## src/hw/rtl/stip_pkg.sv

```systemverilog
// ----------------------------------------------------------------------------
// stip_pkg: shared types and constants of the signed text to int64 parser
// Holds the request and result payloads, the queue entry and the character
// codes used by the classifier and the conversion engine.
// ----------------------------------------------------------------------------
package stip_pkg;

    localparam int OFFSET_BITS = 16;
    localparam int QUEUE_DEPTH = 4;

    localparam logic [OFFSET_BITS-1:0] OFFSET_MAX = '1;

    localparam logic [5:0] RADIX_RESET = 6'd10;
    localparam logic [5:0] RADIX_UNARY = 6'd1;
    localparam logic [5:0] RADIX_MAX   = 6'd36;
    localparam logic [5:0] BASE_AUTO  = 6'd0;
    localparam logic [5:0] BASE_OCT   = 6'd8;
    localparam logic [5:0] BASE_DEC   = 6'd10;
    localparam logic [5:0] BASE_HEX   = 6'd16;
    localparam logic [5:0] DIGIT_NONE = 6'h3F;

    localparam logic [63:0] LIM_POS = 64'h7FFF_FFFF_FFFF_FFFF;
    localparam logic [63:0] LIM_NEG = 64'h8000_0000_0000_0000;

    localparam logic [7:0] CH_TAB   = 8'h09;
    localparam logic [7:0] CH_LF    = 8'h0A;
    localparam logic [7:0] CH_VT    = 8'h0B;
    localparam logic [7:0] CH_FF    = 8'h0C;
    localparam logic [7:0] CH_CR    = 8'h0D;
    localparam logic [7:0] CH_SPACE = 8'h20;
    localparam logic [7:0] CH_PLUS  = 8'h2B;
    localparam logic [7:0] CH_MINUS = 8'h2D;
    localparam logic [7:0] CH_ZERO  = 8'h30;
    localparam logic [7:0] CH_NINE  = 8'h39;
    localparam logic [7:0] CH_UC_A  = 8'h41;
    localparam logic [7:0] CH_UC_X  = 8'h58;
    localparam logic [7:0] CH_UC_Z  = 8'h5A;
    localparam logic [7:0] CH_LC_A  = 8'h61;
    localparam logic [7:0] CH_LC_X  = 8'h78;
    localparam logic [7:0] CH_LC_Z  = 8'h7A;
    localparam logic [7:0] UC_BIAS  = 8'd55;
    localparam logic [7:0] LC_BIAS  = 8'd87;

    typedef struct packed {
        logic [7:0] ch;
        logic       start_req;
    } t_in_item;

    typedef struct packed {
        logic signed [63:0]     value;
        logic [OFFSET_BITS-1:0] end_offset;
        logic                   range_error;
        logic                   converted;
    } t_out_item;

    typedef struct packed {
        logic       start;
        logic [5:0] radix;
        logic       radix_bad;
        logic [5:0] digit;
        logic       is_space;
        logic       is_plus;
        logic       is_minus;
        logic       is_x;
        logic       is_zero;
    } t_cls;

    typedef struct packed {
        logic valid;
        t_cls item;
    } t_q_head;

    function automatic logic [5:0] digit_of(input logic [7:0] c);
        logic [7:0] v;
        v = 8'd0;
        if (c inside {[CH_ZERO:CH_NINE]}) begin
            v = c - CH_ZERO;
        end else if (c inside {[CH_LC_A:CH_LC_Z]}) begin
            v = c - LC_BIAS;
        end else if (c inside {[CH_UC_A:CH_UC_Z]}) begin
            v = c - UC_BIAS;
        end else begin
            v = {2'b00, DIGIT_NONE};
        end
        return v[5:0];
    endfunction

endpackage

```

## src/hw/rtl/stip_front.sv

```systemverilog
// ----------------------------------------------------------------------------
// stip_front: character classifier and request queue
// Holds the radix register, classifies each accepted character and places
// it in a small queue that the conversion engine drains.
// ----------------------------------------------------------------------------
module stip_front #(
    parameter int QUEUE_DEPTH = stip_pkg::QUEUE_DEPTH
) (
    input  logic               i_clk,
    input  logic               i_rst_n,
    input  logic               i_cfg_we,
    input  logic [5:0]         i_cfg_data,
    input  logic               i_in_valid,
    input  stip_pkg::t_in_item i_in_data,
    output logic               o_in_stall,
    input  logic               i_pop,
    output stip_pkg::t_q_head  o_q
);

    localparam int PTR_W = (QUEUE_DEPTH > 1) ? $clog2(QUEUE_DEPTH) : 1;
    localparam int CNT_W = $clog2(QUEUE_DEPTH + 1);
    localparam logic [PTR_W-1:0] PTR_LAST = PTR_W'(QUEUE_DEPTH - 1);
    localparam logic [CNT_W-1:0] CNT_FULL = CNT_W'(QUEUE_DEPTH);

    logic [5:0]       r_radix;
    stip_pkg::t_cls   r_mem [QUEUE_DEPTH];
    logic [PTR_W-1:0] r_wr_ptr;
    logic [PTR_W-1:0] r_rd_ptr;
    logic [CNT_W-1:0] r_count;
    logic [CNT_W-1:0] n_count;
    stip_pkg::t_cls   n_cls;
    logic             w_push;
    logic             w_pop;

    always_comb begin
        n_cls.start     = i_in_data.start_req;
        n_cls.radix     = r_radix;
        n_cls.radix_bad = (r_radix == stip_pkg::RADIX_UNARY) ||
                          (r_radix > stip_pkg::RADIX_MAX);
        n_cls.digit     = stip_pkg::digit_of(i_in_data.ch);
        n_cls.is_space  = i_in_data.ch inside {stip_pkg::CH_SPACE, stip_pkg::CH_TAB,
                                               stip_pkg::CH_LF, stip_pkg::CH_CR,
                                               stip_pkg::CH_FF, stip_pkg::CH_VT};
        n_cls.is_plus   = (i_in_data.ch == stip_pkg::CH_PLUS);
        n_cls.is_minus  = (i_in_data.ch == stip_pkg::CH_MINUS);
        n_cls.is_x      = i_in_data.ch inside {stip_pkg::CH_LC_X, stip_pkg::CH_UC_X};
        n_cls.is_zero   = (i_in_data.ch == stip_pkg::CH_ZERO);
    end

    assign o_in_stall = (r_count == CNT_FULL);
    assign w_push     = i_in_valid && !o_in_stall;
    assign w_pop      = i_pop && (r_count != '0);
    assign o_q.valid  = (r_count != '0);
    assign o_q.item   = r_mem[r_rd_ptr];

    always_comb begin
        n_count = r_count;
        if (w_push && !w_pop) begin
            n_count = r_count + 1'b1;
        end else if (w_pop && !w_push) begin
            n_count = r_count - 1'b1;
        end
    end

    always_ff @(posedge i_clk) begin
        if (!i_rst_n) begin
            r_radix  <= stip_pkg::RADIX_RESET;
            r_wr_ptr <= '0;
            r_rd_ptr <= '0;
            r_count  <= '0;
        end else begin
            if (i_cfg_we) begin
                r_radix <= i_cfg_data;
            end
            if (w_push) begin
                r_wr_ptr <= (r_wr_ptr == PTR_LAST) ? '0 : r_wr_ptr + 1'b1;
            end
            if (w_pop) begin
                r_rd_ptr <= (r_rd_ptr == PTR_LAST) ? '0 : r_rd_ptr + 1'b1;
            end
            r_count <= n_count;
        end
    end

    always_ff @(posedge i_clk) begin
        if (w_push) begin
            r_mem[r_wr_ptr] <= n_cls;
        end
    end

    a_count_bound: assert property (@(posedge i_clk) disable iff (!i_rst_n)
        r_count <= CNT_FULL)
        else $error("queue count exceeds depth");

    a_empty_ptrs: assert property (@(posedge i_clk) disable iff (!i_rst_n)
        (r_count == '0) |-> (r_wr_ptr == r_rd_ptr))
        else $error("empty queue with unequal pointers");

endmodule

```

## src/hw/rtl/stip_back.sv

```systemverilog
// ----------------------------------------------------------------------------
// stip_back: conversion engine
// Runs the parse state machine on classified characters, folds digits with
// saturation and holds the result in an output register.
// ----------------------------------------------------------------------------
module stip_back (
    input  logic                i_clk,
    input  logic                i_rst_n,
    input  stip_pkg::t_q_head   i_q,
    output logic                o_pop,
    output logic                o_out_valid,
    output stip_pkg::t_out_item o_out_data,
    input  logic                i_out_stall
);

    typedef enum logic [2:0] {
        PH_IDLE,
        PH_LEAD,
        PH_SIGNED,
        PH_ZERO,
        PH_PREFIX,
        PH_DIGITS
    } t_phase;

    typedef enum logic [1:0] {
        DS_NONE,
        DS_SOME,
        DS_OVF
    } t_ds;

    t_phase r_phase, n_phase, w_phase;
    t_ds    r_ds, n_ds, w_ds, w_ds_in;
    logic   r_neg, n_neg, w_neg;
    logic [5:0]  r_base, n_base, w_base, w_eb;
    logic [63:0] r_acc, n_acc, w_acc, w_lim;
    logic [stip_pkg::OFFSET_BITS-1:0] r_cnt, n_cnt, w_cnt;
    logic [69:0] w_prod;
    logic   w_adv, w_emit, w_first, w_doe;
    stip_pkg::t_cls      w_it;
    stip_pkg::t_out_item r_out, n_out;
    logic   r_out_valid;

    assign w_it  = i_q.item;
    assign w_adv = !r_out_valid || !i_out_stall;
    assign o_pop = i_q.valid && w_adv;

    always_comb begin
        w_phase = r_phase;
        w_neg   = r_neg;
        w_base  = r_base;
        w_acc   = r_acc;
        w_ds    = r_ds;
        w_cnt   = r_cnt;
        if (w_it.start) begin
            w_phase = PH_LEAD;
            w_neg   = 1'b0;
            w_base  = w_it.radix;
            w_acc   = '0;
            w_ds    = DS_NONE;
            w_cnt   = '0;
        end
        n_phase = w_phase;
        n_neg   = w_neg;
        n_base  = w_base;
        n_acc   = w_acc;
        n_ds    = w_ds;
        n_cnt   = w_cnt;
        w_eb    = w_base;
        w_ds_in = w_ds;
        w_emit  = 1'b0;
        w_first = 1'b0;
        w_doe   = 1'b0;
        w_lim   = w_neg ? stip_pkg::LIM_NEG : stip_pkg::LIM_POS;
        w_prod  = '0;
        if (o_pop) begin
            if (w_it.start && w_it.radix_bad) begin
                w_emit  = 1'b1;
                n_phase = PH_IDLE;
            end else begin
                case (w_phase)
                    PH_LEAD: begin
                        if (w_it.is_space) begin
                            n_phase = PH_LEAD;
                        end else if (w_it.is_minus) begin
                            n_neg   = 1'b1;
                            n_phase = PH_SIGNED;
                        end else if (w_it.is_plus) begin
                            n_phase = PH_SIGNED;
                        end else begin
                            w_first = 1'b1;
                        end
                    end
                    PH_SIGNED: begin
                        w_first = 1'b1;
                    end
                    PH_ZERO: begin
                        if (w_it.is_x) begin
                            n_base  = stip_pkg::BASE_HEX;
                            n_phase = PH_PREFIX;
                        end else begin
                            w_eb    = (w_base == stip_pkg::BASE_AUTO) ?
                                      stip_pkg::BASE_OCT : stip_pkg::BASE_HEX;
                            n_base  = w_eb;
                            w_ds_in = DS_SOME;
                            w_doe   = 1'b1;
                        end
                    end
                    PH_PREFIX, PH_DIGITS: begin
                        w_doe = 1'b1;
                    end
                    default: begin
                        n_phase = w_phase;
                    end
                endcase
                if (w_first) begin
                    if (((w_base == stip_pkg::BASE_AUTO) ||
                         (w_base == stip_pkg::BASE_HEX)) && w_it.is_zero) begin
                        n_phase = PH_ZERO;
                    end else begin
                        w_eb   = (w_base == stip_pkg::BASE_AUTO) ?
                                 stip_pkg::BASE_DEC : w_base;
                        n_base = w_eb;
                        w_doe  = 1'b1;
                    end
                end
                if (w_doe) begin
                    if (w_it.digit >= w_eb) begin
                        w_emit  = 1'b1;
                        n_phase = PH_IDLE;
                        n_ds    = w_ds_in;
                    end else begin
                        n_phase = PH_DIGITS;
                        n_ds    = w_ds_in;
                        if (w_ds_in != DS_OVF) begin
                            w_prod = {6'd0, w_acc} * {64'd0, w_eb} + {64'd0, w_it.digit};
                            if (w_prod > {6'd0, w_lim}) begin
                                n_ds  = DS_OVF;
                                n_acc = w_lim;
                            end else begin
                                n_ds  = DS_SOME;
                                n_acc = w_prod[63:0];
                            end
                        end
                    end
                end
            end
            if (!w_emit && (w_phase != PH_IDLE) && (w_cnt != stip_pkg::OFFSET_MAX)) begin
                n_cnt = w_cnt + 1'b1;
            end
        end
        n_out.value       = w_neg ? (64'd0 - w_acc) : w_acc;
        n_out.end_offset  = (w_ds_in != DS_NONE) ? w_cnt : '0;
        n_out.range_error = (w_ds_in == DS_OVF);
        n_out.converted   = (w_ds_in != DS_NONE);
    end

    always_ff @(posedge i_clk) begin
        if (!i_rst_n) begin
            r_phase     <= PH_IDLE;
            r_neg       <= 1'b0;
            r_base      <= '0;
            r_acc       <= '0;
            r_ds        <= DS_NONE;
            r_cnt       <= '0;
            r_out_valid <= 1'b0;
            r_out       <= '0;
        end else begin
            if (o_pop) begin
                r_phase <= n_phase;
                r_neg   <= n_neg;
                r_base  <= n_base;
                r_acc   <= n_acc;
                r_ds    <= n_ds;
                r_cnt   <= n_cnt;
            end
            if (w_adv) begin
                r_out_valid <= o_pop && w_emit;
                r_out       <= n_out;
            end
        end
    end

    assign o_out_valid = r_out_valid;
    assign o_out_data  = r_out;

    a_none_zero: assert property (@(posedge i_clk) disable iff (!i_rst_n)
        (o_out_valid && !o_out_data.converted) |->
            (o_out_data.value == '0) && (o_out_data.end_offset == '0) &&
            !o_out_data.range_error)
        else $error("result without digits is not zero");

    a_ovf_limit: assert property (@(posedge i_clk) disable iff (!i_rst_n)
        (r_ds == DS_OVF) |-> (r_acc == (r_neg ? stip_pkg::LIM_NEG : stip_pkg::LIM_POS)))
        else $error("overflowed accumulator is not at its limit");

    a_none_acc: assert property (@(posedge i_clk) disable iff (!i_rst_n)
        (r_ds == DS_NONE) |-> (r_acc == '0))
        else $error("accumulator nonzero before any digit");

endmodule

```

## src/hw/rtl/signed_text_to_int64_parser_top.sv

```systemverilog
// ----------------------------------------------------------------------------
// signed_text_to_int64_parser_top: streaming text to signed 64-bit integer
//
//   Channel   Direction  Handshake                  Payload
//   request   in         i_in_valid / o_in_stall    i_in_data  (ch, start_req)
//   result    out        o_out_valid / i_out_stall  o_out_data (value, end_offset,
//                                                   range_error, converted)
//   radix     in         i_cfg_we                   i_cfg_data
//
// One character is taken per cycle while the queue is not full; the character
// ending the string passes through the queue and then the output register
// before its result is valid.
// The digit fold is a combinational 64 by 6 bit multiply-add and compare.
// Reset is synchronous and active low; the radix returns to ten.
// Requests stall only when the queue is full; the engine waits on a stalled
// result.
// ----------------------------------------------------------------------------
module signed_text_to_int64_parser_top #(
    parameter int QUEUE_DEPTH = stip_pkg::QUEUE_DEPTH
) (
    input  logic                i_clk,
    input  logic                i_rst_n,
    input  logic                i_cfg_we,
    input  logic [5:0]          i_cfg_data,
    input  logic                i_in_valid,
    input  stip_pkg::t_in_item  i_in_data,
    output logic                o_in_stall,
    output logic                o_out_valid,
    output stip_pkg::t_out_item o_out_data,
    input  logic                i_out_stall
);

    stip_pkg::t_q_head w_q;
    logic              w_pop;

    stip_front #(
        .QUEUE_DEPTH(QUEUE_DEPTH)
    ) u_front (
        .i_clk      (i_clk),
        .i_rst_n    (i_rst_n),
        .i_cfg_we   (i_cfg_we),
        .i_cfg_data (i_cfg_data),
        .i_in_valid (i_in_valid),
        .i_in_data  (i_in_data),
        .o_in_stall (o_in_stall),
        .i_pop      (w_pop),
        .o_q        (w_q)
    );

    stip_back u_back (
        .i_clk       (i_clk),
        .i_rst_n     (i_rst_n),
        .i_q         (w_q),
        .o_pop       (w_pop),
        .o_out_valid (o_out_valid),
        .o_out_data  (o_out_data),
        .i_out_stall (i_out_stall)
    );

endmodule

```

## config.mk

```make
export PLATFORM = sky130hd
export DESIGN_NAME = signed_text_to_int64_parser_top
export DESIGN_NICKNAME = d
export VERILOG_FILES = /design/src/hw/rtl/stip_pkg.sv /design/src/hw/rtl/stip_front.sv /design/src/hw/rtl/stip_back.sv /design/src/hw/rtl/signed_text_to_int64_parser_top.sv
export SDC_FILE = /design/constraint.sdc
export NUM_CORES = 2
export LEC_CHECK = 0
export BUFFER_PORTS_ARGS = -buffer_cell sky130_fd_sc_hd__buf_2
export CAP_MARGIN = 20
export CORE_ASPECT_RATIO = 0.6
export CORE_MARGIN = 2
export CORE_UTILIZATION = 44
export CTS_BUF_LIST = sky130_fd_sc_hd__clkbuf_16
export CTS_CLUSTER_DIAMETER = 150
export CTS_CLUSTER_SIZE = 25
export DETAILED_ROUTE_END_ITERATION = 8
export PLACE_DENSITY_LB_ADDON = 0.25
export SLEW_MARGIN = 10
export SYNTH_ARGS = -nofsm -noshare
export SYNTH_HDL_FRONTEND = slang
export SYNTH_SLANG_ARGS = --single-unit
export TNS_END_PERCENT = 20
```

## constraint.sdc

```tcl
create_clock -name i_clk -period 9.7 [get_ports i_clk]
set_input_delay 1.455 -clock i_clk [delete_from_list [all_inputs] [get_ports i_clk]]
set_output_delay 1.455 -clock i_clk [all_outputs]
set_load 0.005 [all_outputs]
```

# [After elaboration in Yosys (flattened, before gate mapping)]
# Memories as Yosys holds them, arrays and structs flattened. A register that Yosys moved wholly into a read port is not among the register bits.
# Cells that the tools add are included.
[word_totals] ff_bits=188 n_memories=1 in_bits=20 wordCells=171 ramBits=76 output_inout_bits=84
[mem_list] name="u_front.r_mem" words=4 word_bits=19 read_ports=1 rd_ports_with_merged_regs=1 wr=1 line="stip_front.sv:26" text="stip_pkg::t_cls r_mem [QUEUE_DEPTH];"
[classes] addsub=10 mux=81 magnitude_cmp=9 eq_ne=24 reduce_logical=30 mul=1
[ops] op="2-to-1 mux 64 bit" count=8
[ops] op="2-to-1 mux 6 bit" count=16
[ops] op="adder 70 x 6 -> 70 bit" count=1
[ops] op="> comparator 70 x 64 -> 1 bit" count=1
[ops] op="multiplier 64 x 6 -> 70 bit" count=1
[ops] op="subtractor 1 x 64 -> 64 bit (first input constant)" count=1
[ops] op="2-to-1 mux 16 bit" count=3
[ops] op="== test 8 x 4 -> 1 bit (second input constant)" count=5
[ops] op="2-to-1 mux 3 bit" count=12
[ops] op="== test 8 x 6 -> 1 bit (second input constant)" count=4
[ops] op="2-to-1 mux 2 bit" count=16
[ops] op="2-to-1 mux 1 bit" count=22
[ops] op="adder 16 x 1 -> 16 bit (second input constant)" count=1
[ops] op="== test 8 x 7 -> 1 bit (second input constant)" count=2
[ops] op="greater-or-equal comparator 8 x 7 -> 1 bit (second input constant)" count=2
[ops] op="<= comparator 8 x 7 -> 1 bit (second input constant)" count=2
[ops] op="inequality test 16 bit (second input constant)" count=1
[ops] op="logical AND 1 bit" count=13
[ops] op="subtractor 6 bit (second input constant)" count=2
[ops] op="== test 3 bit (second input constant)" count=3
[ops] op="greater-or-equal comparator 8 x 6 -> 1 bit (second input constant)" count=1
[ops] op="<= comparator 8 x 6 -> 1 bit (second input constant)" count=1
[ops] op="== test 2 bit (second input constant)" count=3
[ops] op="== test 3 x 2 -> 1 bit (second input constant)" count=2
[ops] op="20 further kinds" count=32

# [Depth between registers and ports, before layout]
[depth] ltp_word=18 mapped_depth=44 depth_no_buf=40

# [Hierarchy]
# From an unflattened synthesis, not the netlist that was laid out.
[hier_totals] cells_unflattened=3231 area_unflattened_um2=27555.2
[by_module_without_submodules] mod="stip_back" seq_area_each_um2=3503.4 n_inst=1 area_each_um2=23575.1 cells_each=2989
[by_module_without_submodules] mod="stip_front" seq_area_each_um2=2582.5 n_inst=1 area_each_um2=3980.1 cells_each=242

# [Worst setup path after synthesis]
# Ideal clock, no wire load.
[synth_path] kind="flip-flop to flip-flop" from="reg (tool-made name)" to="reg u_back.r_acc[9]" required_time_ns=9.578 synth_period_minus_slack_ns=9.686 arrival_time_ns=9.564 setup_ns=0.122 setup_slack_ns=0.014 path_stages_with_launch=41 path_buffers=4 cell_sequence="dfxtp_1 > buf_6 > mux4_2 > or4_1 > a32o_1 > and2_4 > nor2_1 > a21o_1 > clkbuf_1 > nand3_1 > fa_1 > fa_1 > inv_1 > fa_1 > inv_1 > fa_1 > inv_1 > ha_1 > [5 not listed] > o21a_1 > o21ai_0 > a21oi_1 > xnor2_1 > ha_1 > nand4_1 > nor4_1 > nor3b_1 > nor4b_1 > o31ai_1 > a21boi_0 > and4b_1 > o221ai_1 > nor4_4 > nor2b_1 > clkbuf_2 > buf_2 > a221o_1"
[synth_rtl] element="to (signal assigned)" line="stip_back.sv:172" text="r_acc <= n_acc;"
[synth_rtl] element="to (decl)" line="stip_back.sv:35" text="logic [63:0] r_acc, n_acc, w_acc, w_lim;"

==> reports/results.ini <==
[drt]
wirelength_um = 89100
num_vias = 24400
antenna_left = 0
drc_errors = 0
viasPerCell = 5.81
drtPass1Iterations = 5
wl_per_cell_um = 21.3
drt_iter0_drc = 2829

[global_route]
gr-total-overflow = 0
grt_start_max_net_pins = 118
grt_pass1_vias = 23700
grt_pass1_wl_um = 137000
grt_antenna_before_repair = 5
grt_usage_pct = 28.0

[cells_and_area]
final_cell_count_no_fill = 4191
drive_above_1_share_pct = 23.3
fillerInstances = 5359
fin_nets = 3912
fin_util_pct = 55.1
area_growth_pct = 23.4
num_antenna_cells = 0

[timing]
post-route-min-period_ns = 9.97
setup_viol = 64
drv_slew = 0
finalSetupTns_ns = -15.57
hold_violations = 0
fin_ws_ns = -0.274
slew_headroom_pct = 33.0
grt_setup_unrepaired = yes
hold_ws_ns = 0.456
min_period_over_period_pct = 103
skew_ns = 0.0378
worstMarginPinSlew_ns = 1.01
fmax_mhz = 100

[placed_design]
place_hpwl_um = 68900
port_buffers = 103
place_inst = 4120
place_congestion = 0.991

[clock_tree]
cts_made_buffers = 14
holdBufCountCts = 0
htreeDepth = 1
clock_sinks = 266
clkTransAtPathRegs_ns = 0.11
clk_latency_ns = 0.52
cts_root_buf = clkbuf_16
cts_tree = built
ctsLongestPathBuffers = 3

[worst_setup_path]
slowest_stage = mux4_2
critPathRequiredTime_ns = 10.11
worstSetupStartpointType = flip-flop
cp_max_fo = 8
cp-end-kind = flip-flop
slowest_delay_ns = 0.59
reg2reg_depth = 49
cpMostUsedCell = buf_4
timing_worst_setup_path_type = flip-flop to flip-flop
arrival_ns = 10.39

[synthesis]
ys_types = 82
synth_edf_count = 76
avgSynthCellArea_um2 = 8.89
postSynthCellCount = 2982
yosys_warnings = 0
yosysTopAreaCell = fa_1
yosysMostFrequentCell = nand2_1
synthTopCellsByCount = nand2_1 (336), nor2_1 (331), fa_1 (253), ha_1 (234), inv_1 (208)
ys_seq_area_share_pct = 23.0
ys_ff_latch = 266
async_reset_ff_share_pct = 0
syn_nets = 3489
yosysTopAreaCellShare_pct = 19.1
synth_ff_type = dfxtp_1
synth_area_mm2 = 0.0265
synth.area.top_cells = fa_1 (19%), dfxtp_1 (14%), ha_1 (11%), edfxtp_1 (8.6%), nand2_1 (4.8%)

[floorplan]
io-pin-count = 104
die_area_mm2 = 0.0623
core_area_mm2 = 0.0594
die_h_um = 194
fp-row-count = 69
die_width_um = 321
start_util_pct = 44.6

[power_and_ir_drop]
leakage_uw = 0.0154
ir_drop_uv = 211
p_per_area_mw_per_mm2 = 133

[min_path]
min_path_type = flip-flop to flip-flop
whs_path_depth = 2

[run_status]
violations = setup timing
status = finished with violations

[flow_run]
max_cap_violations = 0

per-stage QoR:
step,setup WS [ns],cell area [um2],total power [uW]
final,-0.274,32700,4370
after global routing,-0.677,32700,4570
after CTS,-0.324,32100,4220
after detailed placement,-1.08,30600,3390
after global placement,-0.780,30600,3350
after floorplan,0.0139,26500,2470
state kept, by name, summed over array words and instances, names as in the netlist, named ones only:
register,cells
u_back.r_cnt,16
u_front.r_count,3
u_back.r_ds,2
u_back.o_out_data,82
u_back.o_out_valid,1
u_front.r_wr_ptr,2
u_front.r_radix,6
u_front.r_mem,76
u_back.r_base,6
u_front.r_rd_ptr,2
u_back.r_phase,3
u_back.r_acc,64
u_back.r_neg,1
final cells by class:
class / count / area, um2 / area share [%]
sequential: 266 / 6090 / 18.6
multi-input combinational: 2330 / 19900 / 60.8
clock inverter: 6 / 30.0 / 0.0918
tap: 781 / 977 / 2.99
clock buffer: 15 / 375 / 1.15
timing repair buffer: 579 / 4530 / 13.8
inverter: 214 / 810 / 2.47
routing by layer:
metal  GRT usage [%]  part of all wire, %  up-vias
li1                -                    -    11200
met1            43.6                   47    12000
met2            38.2                   39     1131
met3            8.02                   11      101
met4            4.69                  1.8        4
met5               0                0.035        -
worst max-delay path, delay by kind of cell (launching register included):
kind / cells / cell delay, ns
AND/OR/NAND/NOR: 10 / 1.48
adder cells (fa/ha/maj): 6 / 2.15
XOR/XNOR: 1 / 0.32
multiplexers: 2 / 0.94
AO/OA/AOI/OAI: 14 / 2.43
flip-flops: 1 / 0.41
buffers and inverters: 16 / 2.16
power breakdown:
part	switching, uW	internal, uW	leakage [uW]	total, uW
sequential	56.6	1220	0.00220	1280
combinational	1570	852	0.0130	2430
clock	381	285	0.000218	665
final timing paths:
path                            slack [ns]                                  to                                from
worst min register to register        0.46  u_back.o_out_data[77]$_SDFFE_PN0N_  u_back.o_out_data[77]$_SDFFE_PN0N_
worst max-delay path                 -0.27       u_back.r_acc[37]$_SDFFE_PN0P_      u_front.r_mem[3][18]$_DFFE_PP_
worst max register to register       -0.27       u_back.r_acc[37]$_SDFFE_PN0P_      u_front.r_mem[3][18]$_DFFE_PP_
worst min-delay path                  0.46  u_back.o_out_data[77]$_SDFFE_PN0N_  u_back.o_out_data[77]$_SDFFE_PN0N_
cells by family after synthesis:
logic type      Yosys count  synth area share (%)
simple gates           1060                  18.7
compound gates          613                  15.5
fa+ha+maj               487                  30.2
buf+inv                 386                  5.93
flops                   266                  23.0
xor+xnor                127                  4.20
mux                      43                  2.56
repair_timing:
| action | 4_1_cts | 5_1_grt |
|---|---|---|
| endpoints found under the hold margin | 0 | 0 |
| pin swaps | 45 | 87 |
| setup buffers | 29 | 11 |
| gates cloned | 5 | 4 |
| endpoints found under the setup margin | 66 | 66 |
| gates resized for setup | 146 | 78 |
cell usage in the layout (no fill, tap or decap), types with 40 or more instances in the layout:
master and n:
nand2_1 329, inv_1 211, o21ai_0 96, xor2_1 44
nand4_1 40, xnor2_1 74, buf_2 103, dfxtp_1 187
buf_4 440, nand3_1 79, a21oi_1 131, edfxtp_1 76
nor2b_1 96, fa_1 247, ha_1 202, nor2_1 304
a22oi_1 55, a221o_1 63
(Power assumes the default switching activity.)
